**src/rtl/lmsanc_pkg.sv**
```systemverilog
// Shared constants, command/status structs and controller state type for the LMS canceller.
package lmsanc_pkg;

    // Filter length and derived index width
    localparam int TAPS  = 300;
    localparam int IDX_W = $clog2(TAPS);

    // Sample, weight and accumulator widths
    localparam int SMP_W = 16;
    localparam int WGT_W = 40;
    localparam int ACC_W = 64;
    localparam int MU_W  = 6;

    // Step size after reset
    localparam logic [MU_W-1:0] MU_RESET = 6'd30;

    typedef enum logic [2:0] {
        ST_CLEAR,
        ST_IDLE,
        ST_MAC,
        ST_MAC_DRAIN,
        ST_FINISH,
        ST_OUT,
        ST_UPD,
        ST_UPD_DRAIN
    } state_t;

    // Commands from the controller to the datapath
    typedef struct packed {
        logic clear_step;
        logic accept;
        logic mac_step;
        logic upd_step;
        logic finish;
        logic out_load;
    } cmd_t;

    // Status from the datapath to the controller
    typedef struct packed {
        logic k_last;
        logic busy;
    } sts_t;

endpackage

```
**src/rtl/lmsanc_ctrl.sv**
```systemverilog
// Controller state machine: sequences clearing, filter pass, output and weight update.
module lmsanc_ctrl (
    input  logic               clk,
    input  logic               rst_n,
    input  logic               in_valid,
    output logic               in_ready,
    output logic               out_valid,
    input  logic               out_ready,
    input  lmsanc_pkg::sts_t   sts,
    output lmsanc_pkg::cmd_t   cmd
);
    import lmsanc_pkg::*;

    state_t state_reg;
    state_t state_next;
    logic   out_valid_reg;
    logic   out_valid_next;
    logic   out_free;

    assign out_free  = !out_valid_reg || out_ready;
    assign out_valid = out_valid_reg;

    // Next state
    always_comb
    begin
        state_next = state_reg;
        case (state_reg)
            ST_CLEAR:
            begin
                if (sts.k_last)
                    state_next = ST_IDLE;
            end
            ST_IDLE:
            begin
                if (in_valid)
                    state_next = ST_MAC;
            end
            ST_MAC:
            begin
                if (sts.k_last)
                    state_next = ST_MAC_DRAIN;
            end
            ST_MAC_DRAIN:
            begin
                if (!sts.busy)
                    state_next = ST_FINISH;
            end
            ST_FINISH:
            begin
                state_next = ST_OUT;
            end
            ST_OUT:
            begin
                if (out_free)
                    state_next = ST_UPD;
            end
            ST_UPD:
            begin
                if (sts.k_last)
                    state_next = ST_UPD_DRAIN;
            end
            ST_UPD_DRAIN:
            begin
                if (!sts.busy)
                    state_next = ST_IDLE;
            end
            default:
            begin
                state_next = ST_CLEAR;
            end
        endcase
    end

    // Outputs
    always_comb
    begin
        cmd      = '0;
        in_ready = 1'b0;
        case (state_reg)
            ST_CLEAR:
            begin
                cmd.clear_step = 1'b1;
            end
            ST_IDLE:
            begin
                in_ready   = 1'b1;
                cmd.accept = in_valid;
            end
            ST_MAC:
            begin
                cmd.mac_step = 1'b1;
            end
            ST_FINISH:
            begin
                cmd.finish = 1'b1;
            end
            ST_OUT:
            begin
                cmd.out_load = out_free;
            end
            ST_UPD:
            begin
                cmd.upd_step = 1'b1;
            end
            default:
            begin
                cmd = '0;
            end
        endcase
    end

    // Hold the result valid until taken
    always_comb
    begin
        out_valid_next = out_valid_reg;
        if (cmd.out_load)
            out_valid_next = 1'b1;
        else if (out_ready)
            out_valid_next = 1'b0;
    end

    always_ff @(posedge clk or negedge rst_n)
    begin
        if (!rst_n)
        begin
            state_reg     <= ST_CLEAR;
            out_valid_reg <= 1'b0;
        end
        else
        begin
            state_reg     <= state_next;
            out_valid_reg <= out_valid_next;
        end
    end

endmodule

```
**config.mk**
```make
export PLATFORM = sky130hd
export DESIGN_NAME = lmsanc_ctrl
export DESIGN_NICKNAME = d
export VERILOG_FILES = /design/src/rtl/lmsanc_pkg.sv /design/src/rtl/lmsanc_ctrl.sv
export SDC_FILE = /design/constraint.sdc
export NUM_CORES = 1
export LEC_CHECK = 0
export BUFFER_PORTS_ARGS = -buffer_cell sky130_fd_sc_hd__buf_2
export CORE_AREA = 2 2 39 41
export CTS_BUF_LIST = sky130_fd_sc_hd__clkbuf_16
export DETAILED_ROUTE_END_ITERATION = 10
export DIE_AREA = 0 0 41 43
export GPL_ROUTABILITY_DRIVEN = 1
export PLACE_DENSITY_LB_ADDON = 0.1
export RECOVER_POWER = 50
export SYNTH_ARGS = -nofsm -noshare
export SYNTH_HDL_FRONTEND = slang
export SYNTH_SLANG_ARGS = --single-unit
export TNS_END_PERCENT = 5
```
**constraint.sdc**
```tcl
create_clock -name clk -period 1.9 [get_ports clk]
set_input_delay 0.38 -clock clk [delete_from_list [all_inputs] [get_ports clk]]
set_output_delay 0.38 -clock clk [all_outputs]
set_load 0.02 [all_outputs]
```
Word-level counts from Yosys, hierarchy flattened
Index checks and enable logic that the tools add are counted.

cells by class
  multiplexer cells = 17
  reduce and logical (&&, ||, !) cells = 5
  eq/ne operators = 14

operators with widths
  operator              count
  $pmux W3 S8           1
  $mux W3               7
  $ne A2 B2 Y1 const B  7
  $eq A3 B3 Y1 const B  4
  $mux W1               9
  $reduce_and A7 Y1     1
  $eq A3 B2 Y1 const B  2
  $eq A3 B1 Y1 const B  1
  $logic_not A3 Y1      1
  $reduce_bool A2 Y1    1
  $logic_not A1 Y1      1
  $logic_or A1 B1 Y1    1

word-level totals
  input port bits = 6
  output and inout port bits = 8
  register bits after elaboration = 4
  word-level logic and storage cells = 38

Logic depth before layout (Yosys ltp)
Gate-level depths: netlist of the first run.

  depth in word-level cells = 4
  depth in mapped cells = 6
  gate-level depth less buffers = 6

Worst setup path after synthesis of the first run
Ideal clock, no wire load.

  path type = register to output
  start = register state_reg[1]
  end = output port cmd[4] (netlist name)
  required time = 1.520 ns
  arrival time = 1.227 ns
  buffers on the path = 0
  slack = 0.293 ns
  stages on the path, launching flop included = 5
  cells stage by stage = dfrtp_1 inv_1 ha_1 nor2b_2 and2_1

RTL lines
  item                    RTL line            RTL
  start, declared         lmsanc_ctrl.sv:14   state_t state_reg;
  start signal, assigned  lmsanc_ctrl.sv:131  state_reg <= state_next;
  end, declared           lmsanc_ctrl.sv:10   output lmsanc_pkg::cmd_t cmd

==> impl_metrics.py, run 1 <==
metrics = {
    "layout": {
        "mostFrequentLayoutCell": "buf_2",
        "final-seq-area_um2": 100,
        "largest_register_ffs": 3,
        "antenna_cells": 0,
        "final_area_um2": 509,
        "drive_gt1_frac": 0.296,
        "nFillCells": 141,
        "multiInputGateArea_um2": 234,
        "synthToLayoutAreaGrowth_pct": 41.3,
        "finalNetCount": 66,
        "final_cell_mix": "buf_2, nand2_1, ha_1, dfrtp_1",
    },
    "global_routing": {
        "gr-max-usage-layer": "met2",
        "grt.total_usage": 0.116,
        "grt_max_degree": 12,
        "grt_pass1_wl_um": 1260,
        "use_met1": 0.141,
        "grt_use_met2": 0.141,
        "grt_pass1_vias": 305,
        "antenna_found_initial": 0,
        "use_met3": 0.0471,
        "globalRouteOverflowTotal": 0,
    },
    "routing": {
        "ant_nets": 0,
        "vias_per_cell": 4.40,
        "first_iter_violations": 7,
        "routed_wl_um": 752,
        "drc": 0,
        "first_pass_iters": 4,
        "vias": 308,
        "avgRoutedWirePerCell_um": 10.7,
    },
    "run": {
        "drv_cap": 0,
    },
    "yosys": {
        "synth_top_area_frac": 0.278,
        "yosys_warnings": 0,
        "netlist_area_um2": 360,
        "synthTopCellsByArea": "dfrtp_1, ha_1, and2b_1",
        "ys_types": 20,
        "ys_seq_area_frac": 0.278,
        "syn_inst": 39,
        "yosysTopAreaCell": "dfrtp_1",
        "ys_ff_latch": 4,
        "synth_fp_nets": 49,
        "synth_area_per_cell_um2": 9.24,
    },
    "floorplanning": {
        "die-area_mm2": 0.00176,
        "die_h_um": 43,
        "core_region_area_mm2": 0.00138,
        "initial_core_util": 0.260,
        "pin_count": 14,
        "rows": 14,
        "die_w_um": 41,
    },
    "worst_setup_path": {
        "path_buf_inv": 2,
        "reg2reg_slack_ns": 0.24,
        "end_kind": "primary output",
        "crit_cells": 5,
        "worstPathMaxFanout": 6,
        "critPathMaxStageDelay_ns": 0.40,
        "cp.arrival_ns": 1.41,
        "startpoint_type": "register",
        "startpoint": "state_reg[1]$_DFFE_PN0P_",
        "reg2reg_from": "state_reg[1]$_DFFE_PN0P_",
        "crit_type": "reg -> out",
        "reg2regPathDepth": 6,
        "cp.required_ns": 1.52,
        "worstReg2RegEnd": "state_reg[1]$_DFFE_PN0P_",
        "slowest_stage": "dfrtp_1",
        "cp_top_family": "flip-flops",
        "endpoint": "cmd[4]",
        "crit_chain": "inv_1 > ha_1 > nor2b_2 > and2_1 > buf_2",
    },
    "sta": {
        "tns_ns": 0,
        "skew_ns": 0.000368,
        "hold_viol_final": 0,
        "rsz0062_at_grt": "false",
        "timing.final.ws_setup_ns": 0.109,
        "relSlewSlack": 0.808,
        "fmax_mhz": 558,
        "hold-worst-slack_ns": 0.462,
        "slew_viol_final": 0,
        "min_period_ns": 1.79,
        "max_slew.worst_pin.slew_ns": 0.285,
        "setup_viol": 0,
        "fin_crit_sh": 0.942,
    },
    "clock_network": {
        "cts.clk_slew.worst_paths_ns": 0.03,
        "cts_tree": "done",
        "clk_latency_ns": 0.22,
        "cts_num_sinks": 4,
        "htreeDepth": 1,
        "cts-root-buf": "clkbuf_16",
        "cts_buffers": 3,
        "clockBufferDepth": 2,
    },
    "power": {
        "power_leakage_nw": 0.283,
        "powerDensity_mw_per_mm2": 1900,
        "ir_worst_vdd_uv": 809,
    },
    "placed_design": {
        "dpl_cell_area_um2": 427,
        "hpwl_um": 621,
        "gp_congestion": 0.735,
        "io_buffers": 13,
        "pre_cts_slack_ns": 0.215,
    },
    "hold_path": {
        "hold_path.class": "in -> reg",
    },
    "run_status": {
        "status": "complete, no violations",
    },
}
[how the worst min path moves through the flow]
stage	start	slack, ns	end	cells after the start
final	out_ready	0.46	out_valid$_DFFE_PN0P_	3
after detailed placement	rst_n	0.19	out_valid$_DFFE_PN0P_	1
after floorplan	rst_n	0.08	out_valid$_DFFE_PN0P_	0
after CTS	out_ready	0.47	out_valid$_DFFE_PN0P_	3
after global placement	rst_n	0.19	out_valid$_DFFE_PN0P_	1
after global routing	out_ready	0.49	out_valid$_DFFE_PN0P_	3
[tightest hold or removal path: cells and delay by family]
| kind | cells | cell delay, ns |
|---|---|---|
| simple gates | 2 | 0.19 |
| buf+inv | 1 | 0.07 |
[cell usage after synthesis]
library cell	instances
nand2_1	5
o21bai_1	2
o211a_1	1
or2_0	1
ha_1	4
nor2b_1	3
o41ai_1	1
buf_6	1
dfrtp_1	4
mux2i_1	1
nand2b_1	1
o31ai_1	1
inv_1	2
a21oi_1	2
and2b_1	3
buf_4	1
or2b_1	1
nor2b_2	1
and2_1	3
mux2_4	1
[report_power, final]
group	internal [mW]	total (mW)	switching, mW
Combinational	0.217	0.468	0.250
Clock	0.269	0.329	0.0598
Sequential	0.127	0.170	0.0433
[area by class of cell]
| class | instances | share of cell area |
|---|---|---|
| clock buffers | 3 | 0.147 |
| flip-flops and latches | 4 | 0.197 |
| inverters | 2 | 0.0147 |
| repair buffers | 14 | 0.143 |
| multi-input cells | 31 | 0.459 |
| well taps | 16 | 0.0393 |
[metrics by stage]
| step | utilization | cells | total power, mW |
|---|---|---|---|
| 2_1_floorplan | - | 39 | 0.546 |
| 3_3_place_gp | 0.308 | 66 | 0.637 |
| 3_5_place_dp | 0.308 | 66 | 0.647 |
| 4_1_cts | 0.370 | 70 | 0.984 |
| 5_1_grt | 0.368 | 70 | 1.05 |
| 6_report | 0.368 | 70 | 0.967 |
[timing repair]
| action | CTS | global route |
|---|---|---|
| hold buffers | 1 | 0 |
| gates resized for setup | 0 | 0 |
| endpoints found under the hold margin | 4 | 0 |
| setup buffers | 0 | 0 |
[layer usage]
metal	vias up	share of wire
li1	157	-
met1	142	0.43
met2	7	0.51
met3	2	0.035
met4	0	0.029
met5	-	0
[kinds of logic (layout without fill, tap and decap cells)]
logic type,count (synthesis),in the layout,synth area share
flip-flops,4,4,0.278
multiplexers,2,2,0.0694
AND/OR/NAND/NOR,18,18,0.299
adder cells (fa/ha/maj),4,4,0.139
AO/OA/AOI/OAI,7,7,0.142
buffers and inverters,4,19,0.0729
(Power assumes the default switching activity.)
==> run 2, diff against run 1 <==
- clock period: 1.9 -> 1.6 ns (I/O delays scaled with it)
==> run 2 against run 1 <==
  * The flow now finishes with violations (setup timing)
  * Count of clock-buffer cells in the layout is the same
  * Power is 69% higher
  * Non-clock buffer count grew 13
  * Routed wire length increased by 38%
  * Critical path depth unchanged
  * Final area is 39% higher
  * Worst hold slack got worse by 0.043 ns
  * Register-to-register slack worse by 0.22 ns
  * Highest routed layer is now met3
==> impl_metrics.py, run 2 (synthesis gave the netlist of run 1 again) <==
metrics = {
    "run_status": {
        "status": "finished with violations",
        "violations": "setup timing",
    },
    "layout": {
        "instances_no_fill": 83,
        "final-seq-area_um2": 103,
        "final_util": 0.513,
        "multiInputGateArea_um2": 290,
        "finalNetCount": 79,
        "final_area_um2": 709,
        "antenna_cells": 0,
        "drive_gt1_frac": 0.597,
        "largest_register_ffs": 3,
        "final_cell_mix": "buf_4, buf_2, buf_6",
        "synthToLayoutAreaGrowth_pct": 96.9,
        "mostFrequentLayoutCell": "buf_4",
        "nFillCells": 123,
    },
    "worst_setup_path": {
        "critPathMaxStageDelay_ns": 0.44,
        "startpoint_type": "register",
        "cp_top_family": "flip-flops",
        "crit_type": "reg -> out",
        "crit_chain": "inv_4 > ha_4 > nor2b_4 > and2_4 > buf_6",
        "cp.required_ns": 1.28,
        "path_buf_inv": 2,
        "slowest_stage": "dfrtp_2",
        "cp.arrival_ns": 1.28,
        "worstPathMaxFanout": 4,
        "end_kind": "primary output",
    },
    "sta": {
        "fin_crit_sh": 1.00,
        "fmax_mhz": 624,
        "tns_ns": -0.00318,
        "skew_ns": 0.00375,
        "hold_viol_final": 0,
        "slew_viol_final": 0,
        "min_period_ns": 1.60,
        "rsz0062_at_grt": "true",
        "relSlewSlack": 0.724,
        "setup_viol": 1,
        "hold-worst-slack_ns": 0.419,
        "max_slew.worst_pin.slew_ns": 0.414,
        "timing.final.ws_setup_ns": -0.00318,
    },
    "floorplanning": {
        "die_w_um": 41,
        "core_region_area_mm2": 0.00138,
        "die-area_mm2": 0.00176,
        "die_h_um": 43,
        "initial_core_util": 0.260,
        "pin_count": 14,
        "rows": 14,
    },
    "routing": {
        "first_iter_violations": 2,
        "routed_wl_um": 1040,
        "drc": 0,
        "first_pass_iters": 3,
        "avgRoutedWirePerCell_um": 12.5,
        "vias_per_cell": 4.40,
        "vias": 365,
        "ant_nets": 0,
    },
    "global_routing": {
        "grt_max_degree": 12,
        "antenna_found_initial": 0,
        "grt.total_usage": 0.139,
        "grt_pass1_vias": 368,
        "grt_pass1_wl_um": 1590,
        "globalRouteOverflowTotal": 0,
    },
    "placed_design": {
        "gp_congestion": 0.730,
        "dpl_cell_area_um2": 457,
        "hpwl_um": 651,
        "io_buffers": 13,
        "dpl.cell_count": 70,
        "pre_cts_slack_ns": -0.00304,
    },
    "power": {
        "ir_worst_vdd_uv": 898,
        "power_leakage_nw": 0.360,
        "total_power_mw": 1.63,
        "powerDensity_mw_per_mm2": 2300,
    },
    "clock_network": {
        "cts_tree": "done",
        "cts_buffers": 3,
        "cts.clk_slew.worst_paths_ns": 0.03,
        "clockBufferDepth": 2,
        "cts_num_sinks": 4,
        "clk_latency_ns": 0.22,
        "cts-root-buf": "clkbuf_16",
        "htreeDepth": 1,
    },
    "run": {
        "drv_cap": 0,
    },
    "hold_path": {
        "hold_path.class": "in -> reg",
    },
}
-- run 2: layer usage --
layer  vias up  global-route usage  wire [um]
met5         -                   0          0
met4         0              0.0200          0
met3         0              0.0785         35
met2         5               0.234        608
met1       175               0.146        395
li1        185                   -          -
-- run 2: report_power, final --
part	total (mW)	switching, mW	leakage (nW)	internal, mW
combinational	0.993	0.410	0.275	0.583
clock	0.389	0.0699	0.0370	0.319
sequential	0.248	0.0921	0.0476	0.156
-- run 2: worst register-to-register path, stage by stage, from the launching register on --
cell	delay [ns]
dfrtp_2	0.42
inv_4	0.07
ha_4	0.16
and2b_1	0.17
o21bai_1	0.14
o211a_1	0.20
mux2_4	0.30
-- run 2: final cells by class --
class	instances	share of cell area
Multi-Input combinational cell	31	0.409
Timing Repair Buffer	27	0.295
Sequential cell	4	0.145
Clock buffer	3	0.106
Tap cell	16	0.0282
Inverter	2	0.0176
-- run 2: path summary, 6_finish.rpt --
check / slack, ns / end / depth (start not counted) / startpoint
worst max-delay path: -0.003 / cmd[4] / 5 / state_reg[1]$_DFFE_PN0P_
worst min-delay path: 0.42 / out_valid$_DFFE_PN0P_ / 3 / out_ready
worst max register to register: 0.02 / state_reg[1]$_DFFE_PN0P_ / 6 / state_reg[1]$_DFFE_PN0P_
worst min register to register: 0.54 / out_valid$_DFFE_PN0P_ / 2 / out_valid$_DFFE_PN0P_
max in group asynchronous: 0.92 / state_reg[0]$_DFFE_PN0P_ / 2 / rst_n
min in group asynchronous: 0.47 / out_valid$_DFFE_PN0P_ / 2 / rst_n
-- run 2: repair_timing --
action / 4_1_cts / 5_1_grt
pin swaps: 5 / 3
hold buffers: 1 / 0
resized for setup: 21 / 7
setup endpoints to repair: 7 / 9
endpoints found under the hold margin: 4 / 0
buffers inserted: 9 / 0
==> run 3, diff against run 2 <==
- PLACE_DENSITY: default -> 0.62
- PLACE_DENSITY_LB_ADDON: 0.1 -> default
==> run 3 against run 2 <==
  * Critical endpoint is now cmd[1]
  * Highest routed layer unchanged
  * Sequential share of layout area grew 1.2 points
  * Clock skew is 0.0016 ns lower
  * Routed wire length fell by 22%
  * The flow still finishes with violations (setup timing)
  * Critical path type unchanged
  * Register-to-register slack got worse by 0.02 ns
==> impl_metrics.py, run 3 (synthesis gave the netlist of run 1 again) <==
metrics = {
    "run_status": {
        "status": "finished with violations",
        "violations": "setup timing",
    },
    "layout": {
        "final_cell_mix": "buf_4, buf_2, nand2_1, buf_6",
        "nFillCells": 125,
        "finalNetCount": 73,
        "synthToLayoutAreaGrowth_pct": 79.9,
        "drive_gt1_frac": 0.574,
        "antenna_cells": 0,
        "mostFrequentLayoutCell": "buf_4",
        "multiInputGateArea_um2": 290,
        "largest_register_ffs": 3,
        "final-seq-area_um2": 101,
    },
    "worst_setup_path": {
        "cp_top_family": "flip-flops",
        "crit_chain": "inv_2 > ha_4 > buf_4 > and2_1 > buf_2",
        "slowest_stage": "dfrtp_1",
        "crit_type": "reg -> out",
        "worstPathMaxFanout": 4,
        "end_kind": "primary output",
        "critPathMaxStageDelay_ns": 0.41,
        "cp.required_ns": 1.28,
        "cp.arrival_ns": 1.29,
        "path_buf_inv": 3,
        "startpoint_type": "register",
    },
    "placed_design": {
        "gp_congestion": 0.762,
        "hpwl_um": 602,
        "io_buffers": 13,
        "pre_cts_slack_ns": -0.00960,
    },
    "sta": {
        "setup_viol": 4,
        "timing.final.ws_setup_ns": -0.0122,
        "rsz0062_at_grt": "true",
        "tns_ns": -0.0304,
        "max_slew.worst_pin.slew_ns": 0.282,
        "slew_viol_final": 0,
        "min_period_ns": 1.61,
        "relSlewSlack": 0.810,
        "fin_crit_sh": 1.01,
        "hold_viol_final": 0,
        "skew_ns": 0.00219,
        "fmax_mhz": 620,
    },
    "global_routing": {
        "globalRouteOverflowTotal": 0,
        "grt.total_usage": 0.124,
        "antenna_found_initial": 0,
        "grt_pass1_wl_um": 1440,
        "grt_max_degree": 12,
        "grt_pass1_vias": 340,
    },
    "floorplanning": {
        "die_h_um": 43,
        "die-area_mm2": 0.00176,
        "die_w_um": 41,
        "pin_count": 14,
        "rows": 14,
        "initial_core_util": 0.260,
        "core_region_area_mm2": 0.00138,
    },
    "routing": {
        "first_pass_iters": 4,
        "vias_per_cell": 4.39,
        "drc": 0,
        "first_iter_violations": 4,
        "routed_wl_um": 815,
        "vias": 338,
        "avgRoutedWirePerCell_um": 10.6,
        "ant_nets": 0,
    },
    "power": {
        "total_power_mw": 1.46,
        "powerDensity_mw_per_mm2": 2260,
        "ir_worst_vdd_uv": 1090,
        "power_leakage_nw": 0.329,
    },
    "hold_path": {
        "hold_path.class": "in -> reg",
    },
    "clock_network": {
        "clockBufferDepth": 2,
        "htreeDepth": 1,
        "cts_buffers": 3,
        "cts.clk_slew.worst_paths_ns": 0.03,
        "clk_latency_ns": 0.22,
        "cts_tree": "done",
        "cts-root-buf": "clkbuf_16",
        "cts_num_sinks": 4,
    },
    "run": {
        "drv_cap": 0,
    },
}
==> run 3: path summary, 6_finish.rpt <==
| kind | start | endpoint | slack, ns | cells past startpoint |
|---|---|---|---|---|
| hold reg to reg | out_valid$_DFFE_PN0P_ | out_valid$_DFFE_PN0P_ | 0.52 | 2 |
| setup reg to reg | state_reg[1]$_DFFE_PN0P_ | state_reg[1]$_DFFE_PN0P_ | 0 | 6 |
| min in group asynchronous | rst_n | out_valid$_DFFE_PN0P_ | 0.47 | 2 |
| max in group asynchronous | rst_n | state_reg[2]$_DFFE_PN0P_ | 0.92 | 2 |
| hold / removal | out_ready | out_valid$_DFFE_PN0P_ | 0.40 | 3 |
| setup / recovery | state_reg[0]$_DFFE_PN0P_ | cmd[1] | -0.01 | 5 |
==> run 3: final cells by class <==
class | count | area share
multi-input combinational | 31 | 0.448
clock buffer | 3 | 0.116
tap | 16 | 0.0309
inverter | 2 | 0.0116
timing repair buffer | 21 | 0.237
sequential | 4 | 0.156
==> run 3: worst reg2reg max path, stage by stage (launching register included) <==
cell	delay, ns
dfrtp_1	0.39
buf_6	0.13
buf_4	0.13
ha_1	0.22
a21oi_2	0.13
o211a_1	0.19
mux2_4	0.31
==> run 3: metrics by stage <==
step | util | cell area (um^2) | cells | hold slack [ns]
floorplan | - | 360 | 39 | 0.0244
global placement | 0.330 | 457 | 70 | 0.131
detailed placement | 0.330 | 457 | 70 | 0.132
CTS | 0.461 | 638 | 77 | 0.409
global route | 0.468 | 648 | 77 | 0.435
finish | 0.468 | 648 | 77 | 0.401
==> run 3: what timing repair did <==
item / CTS / global route
endpoints found under the setup margin: 8 / 8
setup buffers: 3 / 0
hold endpoints to repair: 4 / 0
hold buffers: 1 / 0
pin swaps: 3 / 1
gates resized for setup: 18 / 5
==> run 3: power by group <==
group | switching (mW) | leakage, nW | internal, mW
Combinational | 0.388 | 0.244 | 0.479
Sequential | 0.0635 | 0.0480 | 0.152
Clock | 0.0625 | 0.0370 | 0.319
Total | 0.514 | 0.329 | 0.950
==> run 3: routing by layer <==
| layer | routed length, um | vias to the layer above | track usage |
|---|---|---|---|
| met2 | 445 | 6 | 0.191 |
| met5 | 0 | - | 0 |
| li1 | - | 174 | - |
| met1 | 319 | 158 | 0.142 |
| met4 | 0 | 0 | 0.0200 |
| met3 | 50 | 0 | 0.0785 |
